==> config.mk <==
export PLATFORM = sky130hd
export DESIGN_NAME = positional_list_store
export DESIGN_NICKNAME = d
export VERILOG_FILES = /design/src/design/pls_pkg.sv /design/src/design/pls_ram.sv /design/src/design/pls_ctrl.sv /design/src/design/positional_list_store.sv
export SDC_FILE = /design/constraint.sdc
export NUM_CORES = 1
export LEC_CHECK = 0
export BUFFER_PORTS_ARGS = -buffer_cell sky130_fd_sc_hd__buf_2
export CAP_MARGIN = 5
export CORE_MARGIN = 2
export CORE_UTILIZATION = 52
export DETAILED_ROUTE_END_ITERATION = 10
export GPL_ROUTABILITY_DRIVEN = 0
export GPL_TIMING_DRIVEN = 0
export PLACE_DENSITY = 0.7
export RECOVER_POWER = 25
export SYNTH_ARGS = -nofsm -noshare
export SYNTH_HDL_FRONTEND = slang
export SYNTH_SLANG_ARGS = --single-unit
==> constraint.sdc <==
create_clock -name clk -period 11.3 [get_ports clk]
set_input_delay 0.565 -clock clk [delete_from_list [all_inputs] [get_ports clk]]
set_output_delay 0.565 -clock clk [all_outputs]
set_load 0.01 [all_outputs]
==> src/design/pls_pkg.sv <==
// ----------------------------------------------------------------------------
// pls_pkg
// types and constants shared by the positional list store
// ----------------------------------------------------------------------------
package pls_pkg;

    localparam int DEPTH  = 16;
    localparam int ADDR_W = $clog2(DEPTH);
    localparam int CNT_W  = $clog2(DEPTH + 1);
    localparam int POS_W  = 4;
    localparam int DATA_W = 32;
    localparam int CAP_W  = 5;
    localparam int PADDR_W = 3;
    localparam int PDATA_W = 32;

    localparam logic [CAP_W-1:0] CAP_RESET = CAP_W'(16);

    typedef enum logic [1:0] {
        CMD_INSERT = 2'd0,
        CMD_REMOVE = 2'd1,
        CMD_READ   = 2'd2
    } cmd_t;

    typedef enum logic [1:0] {
        ST_OK    = 2'd0,
        ST_FULL  = 2'd1,
        ST_RANGE = 2'd2
    } status_t;

    typedef enum logic [2:0] {
        S_IDLE,
        S_SHIFT,
        S_PUT,
        S_FETCH,
        S_CAPTURE,
        S_REPLY
    } state_t;

    typedef struct packed {
        logic [1:0]              command;
        logic [POS_W-1:0]        position;
        logic signed [DATA_W-1:0] value;
    } request_t;

    typedef struct packed {
        logic signed [DATA_W-1:0] read_value;
        status_t                  status;
        logic [CNT_W-1:0]         item_count;
    } result_t;

    typedef struct packed {
        logic              we;
        logic [ADDR_W-1:0] waddr;
        logic [DATA_W-1:0] wdata;
        logic              re;
        logic [ADDR_W-1:0] raddr;
    } ram_req_t;

endpackage

==> src/design/pls_ram.sv <==
// ----------------------------------------------------------------------------
// pls_ram
// entry store: one write and one registered read per cycle
// ----------------------------------------------------------------------------
module pls_ram (
    input  logic                          clk,
    input  pls_pkg::ram_req_t             req,
    output logic [pls_pkg::DATA_W-1:0]    rdata
);

    logic [pls_pkg::DATA_W-1:0] mem [pls_pkg::DEPTH];
    logic [pls_pkg::DATA_W-1:0] rdata_reg;

    always_ff @(posedge clk)
    begin
        if (req.we)
        begin
            mem[req.waddr] <= req.wdata;
        end
        if (req.re)
        begin
            rdata_reg <= mem[req.raddr];
        end
    end

    assign rdata = rdata_reg;

endmodule

==> src/design/pls_ctrl.sv <==
// ----------------------------------------------------------------------------
// pls_ctrl
// command sequencer: checks, shifts entries through the store, replies
// ----------------------------------------------------------------------------
module pls_ctrl (
    input  logic                          clk,
    input  logic                          rst_n,
    input  logic                          start,
    input  pls_pkg::request_t             request,
    input  logic [pls_pkg::CNT_W-1:0]     cap_eff,
    input  logic [pls_pkg::DATA_W-1:0]    rdata,
    output pls_pkg::ram_req_t             ram_req,
    output logic                          busy,
    output logic                          done,
    output pls_pkg::result_t              result
);

    pls_pkg::state_t                   state_reg, state_next;
    logic [1:0]                        cmd_reg, cmd_next;
    logic [pls_pkg::ADDR_W-1:0]        pos_reg, pos_next;
    logic [pls_pkg::DATA_W-1:0]        val_reg, val_next;
    logic [pls_pkg::CNT_W-1:0]         count_reg, count_next;
    logic [pls_pkg::CNT_W-1:0]         moves_reg, moves_next;
    logic [pls_pkg::ADDR_W-1:0]        src_reg, src_next;
    logic [pls_pkg::ADDR_W-1:0]        prev_src_reg, prev_src_next;
    logic                              pend_reg, pend_next;
    logic [pls_pkg::DATA_W-1:0]        rd_val_reg, rd_val_next;
    pls_pkg::status_t                  status_reg, status_next;
    logic [pls_pkg::CNT_W-1:0]         req_pos;
    logic                              is_insert;

    always_ff @(posedge clk or negedge rst_n)
    begin
        if (!rst_n)
        begin
            state_reg <= pls_pkg::S_IDLE;
            count_reg <= '0;
            pend_reg  <= 1'b0;
        end
        else
        begin
            state_reg <= state_next;
            count_reg <= count_next;
            pend_reg  <= pend_next;
        end
    end

    always_ff @(posedge clk)
    begin
        cmd_reg      <= cmd_next;
        pos_reg      <= pos_next;
        val_reg      <= val_next;
        moves_reg    <= moves_next;
        src_reg      <= src_next;
        prev_src_reg <= prev_src_next;
        rd_val_reg   <= rd_val_next;
        status_reg   <= status_next;
    end

    assign req_pos   = pls_pkg::CNT_W'(request.position);
    assign is_insert = (cmd_reg == pls_pkg::CMD_INSERT);

    always_comb
    begin
        state_next    = state_reg;
        cmd_next      = cmd_reg;
        pos_next      = pos_reg;
        val_next      = val_reg;
        count_next    = count_reg;
        moves_next    = moves_reg;
        src_next      = src_reg;
        prev_src_next = prev_src_reg;
        pend_next     = pend_reg;
        rd_val_next   = rd_val_reg;
        status_next   = status_reg;
        ram_req       = '0;

        case (state_reg)
            pls_pkg::S_IDLE:
            begin
                if (start)
                begin
                    cmd_next    = request.command;
                    pos_next    = pls_pkg::ADDR_W'(request.position);
                    val_next    = request.value;
                    rd_val_next = '0;
                    status_next = pls_pkg::ST_OK;
                    pend_next   = 1'b0;
                    state_next  = pls_pkg::S_REPLY;
                    case (pls_pkg::cmd_t'(request.command))
                        pls_pkg::CMD_INSERT:
                        begin
                            if (count_reg >= cap_eff)
                            begin
                                status_next = pls_pkg::ST_FULL;
                            end
                            else if (req_pos > count_reg)
                            begin
                                status_next = pls_pkg::ST_RANGE;
                            end
                            else
                            begin
                                moves_next = count_reg - req_pos;
                                src_next   = pls_pkg::ADDR_W'(count_reg - 1'b1);
                                state_next = pls_pkg::S_SHIFT;
                            end
                        end
                        pls_pkg::CMD_REMOVE:
                        begin
                            if (req_pos >= count_reg)
                            begin
                                status_next = pls_pkg::ST_RANGE;
                            end
                            else
                            begin
                                moves_next = count_reg - req_pos - 1'b1;
                                src_next   = pls_pkg::ADDR_W'(req_pos + 1'b1);
                                state_next = pls_pkg::S_SHIFT;
                            end
                        end
                        pls_pkg::CMD_READ:
                        begin
                            if (req_pos >= count_reg)
                            begin
                                status_next = pls_pkg::ST_RANGE;
                            end
                            else
                            begin
                                state_next = pls_pkg::S_FETCH;
                            end
                        end
                        default:
                        begin
                            status_next = pls_pkg::ST_RANGE;
                        end
                    endcase
                end
            end

            pls_pkg::S_SHIFT:
            begin
                // write back the entry read in the previous cycle
                if (pend_reg)
                begin
                    ram_req.we    = 1'b1;
                    ram_req.wdata = rdata;
                    ram_req.waddr = is_insert ? prev_src_reg + 1'b1 : prev_src_reg - 1'b1;
                end
                if (moves_reg != '0)
                begin
                    ram_req.re    = 1'b1;
                    ram_req.raddr = src_reg;
                    prev_src_next = src_reg;
                    src_next      = is_insert ? src_reg - 1'b1 : src_reg + 1'b1;
                    moves_next    = moves_reg - 1'b1;
                    pend_next     = 1'b1;
                end
                else
                begin
                    pend_next = 1'b0;
                    if (!pend_reg)
                    begin
                        if (is_insert)
                        begin
                            state_next = pls_pkg::S_PUT;
                        end
                        else
                        begin
                            count_next = count_reg - 1'b1;
                            state_next = pls_pkg::S_REPLY;
                        end
                    end
                end
            end

            pls_pkg::S_PUT:
            begin
                ram_req.we    = 1'b1;
                ram_req.waddr = pos_reg;
                ram_req.wdata = val_reg;
                count_next    = count_reg + 1'b1;
                state_next    = pls_pkg::S_REPLY;
            end

            pls_pkg::S_FETCH:
            begin
                ram_req.re    = 1'b1;
                ram_req.raddr = pos_reg;
                state_next    = pls_pkg::S_CAPTURE;
            end

            pls_pkg::S_CAPTURE:
            begin
                rd_val_next = rdata;
                state_next  = pls_pkg::S_REPLY;
            end

            pls_pkg::S_REPLY:
            begin
                state_next = pls_pkg::S_IDLE;
            end

            default:
            begin
                state_next = pls_pkg::S_IDLE;
            end
        endcase
    end

    assign busy              = (state_reg != pls_pkg::S_IDLE);
    assign done              = (state_reg == pls_pkg::S_REPLY);
    assign result.read_value = rd_val_reg;
    assign result.status     = status_reg;
    assign result.item_count = count_reg;

endmodule

==> src/design/positional_list_store.sv <==
// ----------------------------------------------------------------------------
// positional_list_store
// ordered list of signed 32-bit values with insert, remove and read at a
// position, configured through an apb-style register port
// ----------------------------------------------------------------------------
// sequence: a refused transaction replies directly; a read fetches, captures, replies;
//   an insert shifts n entries, puts the value, replies; a remove shifts n entries, replies
// throughput: one transaction at a time; entries move one per cycle through
//   the single-port-pair entry memory, next start taken the cycle after done
// reset: list empty, capacity_limit 16; entry memory is not cleared
// results are strobed on done for one cycle; the receiver cannot stall
module positional_list_store (
    input  logic                           clk,
    input  logic                           rst_n,
    input  logic                           psel,
    input  logic                           penable,
    input  logic                           pwrite,
    input  logic [pls_pkg::PADDR_W-1:0]    paddr,
    input  logic [pls_pkg::PDATA_W-1:0]    pwdata,
    output logic [pls_pkg::PDATA_W-1:0]    prdata,
    output logic                           pready,
    input  logic                           start,
    input  pls_pkg::request_t              request,
    output logic                           busy,
    output logic                           done,
    output pls_pkg::result_t               result
);

    logic [pls_pkg::CAP_W-1:0]   capacity_reg, capacity_next;
    logic [pls_pkg::CNT_W-1:0]   cap_eff;
    logic                        cfg_write;
    logic [pls_pkg::DATA_W-1:0]  rdata;
    pls_pkg::ram_req_t           ram_req;

    assign pready    = 1'b1;
    assign cfg_write = psel && penable && pwrite && pready && (paddr[2] == 1'b0);

    always_comb
    begin
        capacity_next = capacity_reg;
        if (cfg_write)
        begin
            capacity_next = pwdata[pls_pkg::CAP_W-1:0];
        end
    end

    always_ff @(posedge clk or negedge rst_n)
    begin
        if (!rst_n)
        begin
            capacity_reg <= pls_pkg::CAP_RESET;
        end
        else
        begin
            capacity_reg <= capacity_next;
        end
    end

    assign prdata = (paddr[2] == 1'b0) ?
                    pls_pkg::PDATA_W'(capacity_reg) : '0;

    assign cap_eff = (pls_pkg::CNT_W'(capacity_reg) > pls_pkg::CNT_W'(pls_pkg::DEPTH)) ?
                     pls_pkg::CNT_W'(pls_pkg::DEPTH) : pls_pkg::CNT_W'(capacity_reg);

    pls_ctrl u_ctrl (
        .clk     (clk),
        .rst_n   (rst_n),
        .start   (start),
        .request (request),
        .cap_eff (cap_eff),
        .rdata   (rdata),
        .ram_req (ram_req),
        .busy    (busy),
        .done    (done),
        .result  (result)
    );

    pls_ram u_ram (
        .clk   (clk),
        .req   (ram_req),
        .rdata (rdata)
    );

    a_done_busy: assert property (@(posedge clk) disable iff (!rst_n)
        done |-> busy)
        else $error("result strobe outside a transaction");

    a_accept_busy: assert property (@(posedge clk) disable iff (!rst_n)
        (start && !busy) |=> busy)
        else $error("accepted transaction did not raise busy");

    a_count_bound: assert property (@(posedge clk) disable iff (!rst_n)
        done |-> (result.item_count <= pls_pkg::CNT_W'(pls_pkg::DEPTH)))
        else $error("item count above depth");

    a_err_zero: assert property (@(posedge clk) disable iff (!rst_n)
        (done && (result.status != pls_pkg::ST_OK)) |-> (result.read_value == '0))
        else $error("refused transaction returned data");

endmodule

==> summary.md, run 1 <==
| Metric | Value |
|---|---|
| Cells on worst reg2reg path | 8 |
| Antenna Nets Post-Route | 0 |
| Pin count of the biggest net entering global routing | 26 |
| I/O pins | 153 |
| P_leak | 10.9 nW |
| Multiplexer share of the synthesized area | 0.0300 |
| Crit-path max FO | 25 |
| Vias in the first global route | 16300 |
| Highest clock rate | between 150 and 200 MHz |
| Post-Syn Area | roughly 26000 um2 |
| CP Cell Sequence | clkbuf_1, nor3_1, nand2_1, inv_1, clkbuf_1, nor2_1, inv_1, clkbuf_1 |
| Pins Over Slew Limit | 36 |
| Maximum vdd drop | 169 uV |
| Syn Area/Cell | around 15 um2 |
| Post-synth EDFFs | around 630 |
| Clk_lat worst skew | about 0.6 ns |
| Worst min path class | primary input to register |
| Largest family of logic cells by synthesized area | compound AO/OA/AOI/OAI gates |
| Worst path max stage delay | 1.31 ns |
| Yosys warnings | 0 |
| Core area | approximately 50000 um2 |
| WP data required | between 10 and 15 ns |
| Die H | 229 um |
| Register area share after synthesis | 0.734 |
| # rows | between 80 and 90 |
| Die Span X | between 200 and 250 um |
| Synth Area in Adders | 0.0128 |
| DP Wirelength | around 46 mm |
| Crit path buffers/inverters | 5 |
| Design Power | between 10 and 15 mW |
| Final core utilization | 0.604 |
| Min Tclk post-route | between 5 and 6 ns |
| Seq cells post-synth | about 640 |
| Reg-to-reg startpoint | u_ctrl.state_reg[1] |
| Cell family with most CP delay | buffers and inverters |
| CTS sink cnt | approximately 640 |
| Most frequent cells in the layout | edfxtp_1, nand2_1, clkbuf_1 |
| Grt ovf | 0 |
| Post-synthesis async set-or-reset flop share | 0.0218 |
| CP Launch Type | register |
| Worst Setup End Kind | register |
| Residual DRC | 0 |
| Synthesized instance count | between 1500 and 2000 |
| Sum of negative setup slack | 0 ns |
| RSZ-0062 raised after global routing | false |
| Crit Path Category | register to register |
| H-tree lvl count | 3 |
| Worst relative slew slack | -0.159 |
| Worst Tran Pin Value | 1.74 ns |
| Final Hold Slack | roughly 0.14 ns |
| Port Buf Inserts | 95 |
| Reg2Reg Setup Slack | between 5 and 6 ns |
| DRT iter0 DRCs | roughly 2000 |
| Most common library cell in the layout ignoring fill and taps | edfxtp_1 |
| Final worst path period share | 0.530 |
| Synth Area in Compound Gates | 0.102 |
| Ys flop type | edfxtp_1 |
| CTS Root Cell | clkbuf_16 |
| Status | finished with violations |
| First-pass GRT wire length | approximately 100 mm |
| CP most frequent cell | clkbuf_1 |
| Area of the multi-input gates | roughly 6400 um2 |
| Routed WL | a little over 70 mm |
| Final net count | roughly 2100 |
| Buffer depth of the longest clock path | 3 |
| Initial antenna violation count | 2 |
| Hold Path Cell Cnt | 1 |
| Slowest-stage cell, CP | clkbuf_1 |
| Failing checks | max-capacitance violations, max-slew violations |
| DRT Pass-1 Iters | 8 |
| CTS tree | yes |
| Final Cell Area | around 30000 um2 |
| Clock skew | between 0.01 and 0.015 ns |
| Wire per inst | between 20 and 30 um |
| Most flops, register | u_ram.mem |
| Hold_sp | request[23] |
| Storage cell area | between 15000 and 20000 um2 |
| WHS Endpoint | u_ctrl.val_reg[23] |
| Dpl cell area | around 28000 um2 |
| Arrival time worst endpoint | about 6.2 ns |
| Cell variety after synth | 61 |
| Simple-Gate Fraction of Synth Area | 0.0838 |
| Post-CTS setup buffers | 0 |
| Power per cell area | 335 nW/um2 |
| DR vias | between 15000 and 20000 |
| Area share of xor/xnor cells in the synthesized design | 0.00735 |
| Worst-path clk slew | roughly 0.06 ns |
| Final setup violation count | 0 |
| Fillcell total | ~3700 |
| Routed vias/inst | 6.13 |
| Post_cts resized | 0 |
| Number of flip-flops in the largest register | 512 |
| GR Util All Layers | 0.269 |
| DIE AREA | approximately 52000 um2 |
| Synthesis-to-finish area growth | 15.1% |
| Initial Util | 0.525 |
| Proportion of layout cells with a drive suffix above 1 | 0.126 |
| Hold Vio Cnt, Final | 0 |
| TritonCTS buffer count | 68 |
| R2R Path End | u_ctrl.rd_val_reg[23] |
| Max cap viols | 2 |
per-layer routing:
layer	wire (um)	track usage	vias to the layer above
li1	-	-	7184
met2	32900	0.430	1073
met4	2680	0.112	0
met5	0	0	-
met1	27400	0.362	8279
met3	7660	0.0576	166
how the worst max path moves through the flow:
stage | start | end | cells after the start
3_3_place_gp | u_ctrl.moves_reg[0] | u_ram.rdata[17] | 6
4_1_cts | u_ctrl.state_reg[1] | u_ram.mem[6][12] | 6
6_report | u_ctrl.state_reg[1] | u_ctrl.rd_val_reg[23] | 8
5_1_grt | u_ctrl.state_reg[1] | u_ctrl.rd_val_reg[23] | 8
2_1_floorplan | u_ctrl.moves_reg[0] | u_ram.rdata[0] | 6
3_5_place_dp | u_ctrl.state_reg[1] | u_ram.mem[1][12] | 6
repair_timing:
| action | 4_1_cts | 5_1_grt |
|---|---|---|
| hold endpoints to repair | 13 | 0 |
| setup endpoints to repair | 0 | 0 |
| hold buffers | 1 | 0 |
layout make-up:
type                            count  share of cell area
Sequential cell                   643               0.637
Multi-Input combinational cell   1014               0.212
Antenna cell                        5            0.000414
Clock inverter                     35              0.0103
Inverter                           21             0.00261
Buffer                            134              0.0230
Timing Repair Buffer              118              0.0257
Tap cell                          672              0.0279
Clock buffer                       83              0.0603
logic make-up (layout without fill, tap and decap cells):
group	after synthesis	in the layout
flip-flops	643	643
AND/OR/NAND/NOR	487	487
AO/OA/AOI/OAI	374	374
buffers and inverters	155	391
multiplexers	78	78
adder cells (fa/ha/maj)	25	25
XOR/XNOR	22	22
other	2	33
power breakdown:
part | leakage, nW | switching [mW] | total, mW | internal (mW)
Sequential | 6.01 | 0.196 | 3.82 | 3.63
Combinational | 3.81 | 2.90 | 4.13 | 1.23
Clock | 1.04 | 0.916 | 2.16 | 1.24
synthesized netlist by cell type, types with 4 or more instances:
cell type,instances,share of area
o21ai_0,31,0.0059
o211a_1,9,0.0034
or2_2,4,0.00095
mux2_2,5,0.0021
and4_1,11,0.0037
a2111oi_2,8,0.0046
nor2_1,43,0.0062
mux2i_1,73,0.028
o211ai_1,8,0.0023
edfxtp_1,629,0.72
nand3_1,63,0.012
and3_1,10,0.0024
a22oi_1,15,0.0043
xor2_1,9,0.0030
clkbuf_1,48,0.0069
nor2b_1,8,0.0019
nand4_1,4,0.00095
a22o_1,64,0.021
buf_4,40,0.011
and2_1,35,0.0084
a31oi_1,13,0.0031
nor3_1,13,0.0025
dfrtp_1,13,0.012
nand2_1,280,0.040
buf_2,37,0.0071
a21o_1,42,0.012
inv_1,21,0.0030
a211oi_1,9,0.0026
a32oi_1,32,0.011
a21boi_1,8,0.0023
a21oi_1,109,0.021
ha_1,22,0.010
buf_1,9,0.0013
xnor2_1,13,0.0043
nor3b_1,4,0.0011
metrics by stage:
| stage | worst slack, ns | std cells |
|---|---|---|
| detailed placement | 7.14 | 2601 |
| CTS | 7.03 | 2720 |
| floorplan | 7.66 | 1812 |
| global route | 4.77 | 2720 |
| global placement | 4.54 | 2579 |
| finish | 5.32 | 2725 |
No activity file was read; power rests on OpenSTA's default activity.
==> run 2, diff against run 1 <==
Settings changed: PLACE_DENSITY 0.7 to 0.72.
Clock period 11.3 ns to 5.25 ns, I/O delays scaled along.
==> summary.md, run 2 (synthesis gave the netlist of run 1 again) <==
| Metric | Value |
|---|---|
| Sw frac | 0.399 (+0.00235) |
| Final setup violation count | 0 (unchanged) |
| Cell family with most CP delay | buffers and inverters |
| Dpl cell area | 28200 um2 (+0.15%) |
| CP Launch Type | register |
| # hold bufs at CTS | 44 (+43) |
| Worst min path class | primary input to register |
| Arrival time worst endpoint | 4.84 ns (-1.35 ns) |
| Final worst path period share | 0.861 (+0.331) |
| Status | finished with violations |
| WP data required | 5.57 ns (-5.93 ns) |
| Pins Over Slew Limit | 22 (-39%) |
| Final net count | 2146 (+2.0%) |
| Crit Path Category | register to register |
| Worst path max stage delay | 1.06 ns (-0.25 ns) |
| Initial antenna violation count | 4 (+2) |
| RSZ-0062 raised after global routing | false |
| Post_cts resized | 0 (unchanged) |
| Reg power frac | 0.379 (about the same) |
| I/O pins | 153 (unchanged) |
| Worst Tran Pin Value | 1.67 ns (-0.0678 ns) |
| GR Util All Layers | 0.272 (+0.00253) |
| DR vias | 16900 (+1.2%) |
| H-tree lvl count | 3 (unchanged) |
| Antenna Nets Post-Route | 0 (unchanged) |
| TritonCTS buffer count | 66 (-2.9%) |
| Fillcell total | 3699 (-0.16%) |
| WHS Endpoint | u_ctrl.pend_reg |
| Post-CTS setup buffers | 0 (unchanged) |
| P_leak | 11.0 nW (+1.4%) |
| Psw | 8.65 mW (+120%) |
| Worst relative slew slack | -0.114 (+0.0452) |
| Proportion of layout cells with a drive suffix above 1 | 0.121 (-0.00535) |
| Internal | 13.0 mW (+110%) |
| DRT iter0 DRCs | 2187 (+9.1%) |
| Number of flip-flops in the largest register | 512 (unchanged) |
| First-pass GRT wire length | 104 mm (+0.59%) |
| Most frequent cells in the layout | edfxtp_1, nand2_1, clkbuf_1 |
| DP Wirelength | 45.5 mm (-0.19%) |
| Gate power share | 0.415 (+0.007) |
| Most common library cell in the layout ignoring fill and taps | edfxtp_1 |
| CP most frequent cell | clkbuf_1 |
| Crit-path max FO | 16 (-36%) |
| Hold Vio Cnt, Final | 0 (unchanged) |
| Min Tclk post-route | 4.52 ns (-1.46 ns) |
| Clock Power Share | 0.206 (-0.007) |
| Final Hold Slack | 0.0305 ns (-0.106 ns) |
| Core area | 50000 um2 (unchanged) |
| Routed WL | 71.5 mm (+1.1%) |
| Crit path buffers/inverters | 5 (unchanged) |
| CTS sink cnt | 643 (unchanged) |
| CP Cell Sequence | clkbuf_1, nor3b_1, clkbuf_1, and2_0, clkbuf_1, clkbuf_1, buf_1, a22o_1 |
| Wire per inst | 25.8 um (-0.35%) |
| Clk_lat worst skew | 0.61 ns (about the same) |
| Routed vias/inst | 6.11 (-0.29%) |
| CTS tree | yes |
| Highest clock rate | 221 MHz (+32%) |
| Synthesis-to-finish area growth | 16.6% |
| Worst Setup End Kind | register |
| Hold_sp | start |
| Residual DRC | 0 (unchanged) |
| Design Power | 21.7 mW (+110%) |
| Power per cell area | 709 nW/um2 (+110%) |
| Final Cell Area | 30600 um2 (+1.2%) |
| Vias in the first global route | 16500 (+1.3%) |
| Reg2Reg Setup Slack | 0.73 ns (-4.59 ns) |
| Reg-to-reg startpoint | u_ctrl.state_reg[0] |
| R2R Path End | u_ram.mem[5][28] |
| Pre-CTS worst setup slack | 0.996 ns (-6.14 ns) |
| CTS Root Cell | clkbuf_16 |
| Hold Path Cell Cnt | 4 (+3) |
| Maximum vdd drop | 352 uV (+110%) |
| Grt ovf | 0 (unchanged) |
| Pin count of the biggest net entering global routing | 24 (-7.7%) |
| Die Span X | 229 um (unchanged) |
| Most flops, register | u_ram.mem |
| Clock skew | 0.0254 ns (+0.0117 ns) |
| Max cap viols | 1 (-1) |
| Sum of negative setup slack | 0 ns (unchanged) |
| Worst-path clk slew | 0.06 ns (about the same) |
| Failing checks | max-capacitance violations, max-slew violations |
| Final worst setup slack | 0.729 ns (-4.59 ns) |
| Initial Util | 0.525 (unchanged) |
| Die H | 229 um (unchanged) |
| DRT Pass-1 Iters | 5 (-3) |
| Slowest-stage cell, CP | buf_1 |
| DIE AREA | 52200 um2 (unchanged) |
| Cells on worst reg2reg path | 8 (unchanged) |
| # rows | 82 (unchanged) |
| Port Buf Inserts | 95 (unchanged) |
| Buffer depth of the longest clock path | 3 (unchanged) |
==> run 2: layout make-up <==
type	count	area (um2)	share of cell area
Multi-Input combinational cell	1014	6420	0.210
Clock buffer	86	1790	0.0586
Clock inverter	29	226	0.00741
Inverter	21	78.8	0.00258
Tap cell	672	841	0.0275
Sequential cell	643	19200	0.629
Buffer	134	696	0.0228
Antenna cell	4	10.0	0.000327
Timing Repair Buffer	162	1260	0.0413
==> run 2: metal layers <==
| metal | GRT usage | share of wire | vias to the layer above | wire length, um |
|---|---|---|---|---|
| li1 | - | - | 7268 | - |
| met1 | 0.364 | 0.39 | 8403 | 27600 |
| met2 | 0.440 | 0.47 | 1070 | 33900 |
| met3 | 0.0497 | 0.10 | 157 | 7480 |
| met4 | 0.115 | 0.035 | 0 | 2480 |
| met5 | 0 | 0 | - | 0 |
==> run 2: through the flow <==
stage | util | instances
6_report | 0.612 | 2765
5_1_grt | 0.612 | 2761
3_5_place_dp | 0.565 | 2602
3_3_place_gp | 0.553 | 2579
4_1_cts | 0.614 | 2761
2_1_floorplan | - | 1812
==> run 2: worst max-delay path by stage <==
| stage | cells after the start | start | endpoint | slack, ns |
|---|---|---|---|---|
| 6_report | 8 | u_ctrl.state_reg[0] | u_ram.mem[5][28] | 0.73 |
| 5_1_grt | 8 | u_ctrl.state_reg[0] | u_ram.mem[7][29] | 0.63 |
| 4_1_cts | 7 | u_ctrl.state_reg[1] | u_ram.mem[8][13] | 0.96 |
| 3_5_place_dp | 7 | u_ctrl.state_reg[1] | u_ram.mem[8][20] | 1.0 |
| 3_3_place_gp | 6 | u_ctrl.moves_reg[0] | u_ram.rdata[17] | -1.30 |
| 2_1_floorplan | 6 | u_ctrl.moves_reg[0] | u_ram.rdata[0] | 1.61 |
==> run 2: power groups by stage <==
stage | Clock (mW) | Sequential [mW] | Combinational [mW]
final | 4.46 | 8.21 | 8.99
after global routing | 4.70 | 8.29 | 9.53
after CTS | 4.47 | 8.19 | 8.93
after detailed placement | 0 | 8.29 | 8.82
after global placement | 0 | 8.35 | 8.18
after floorplan | 0 | 8.22 | 5.29
==> run 2: worst register-to-register path, delay by kind of cell, from the launching register on <==
kind	cells	cell delay (ns)
buffers and inverters	5	2.69
AOI/OAI and AO/OA	1	0.66
and+or+nand+nor	2	0.54
DFF	1	0.36
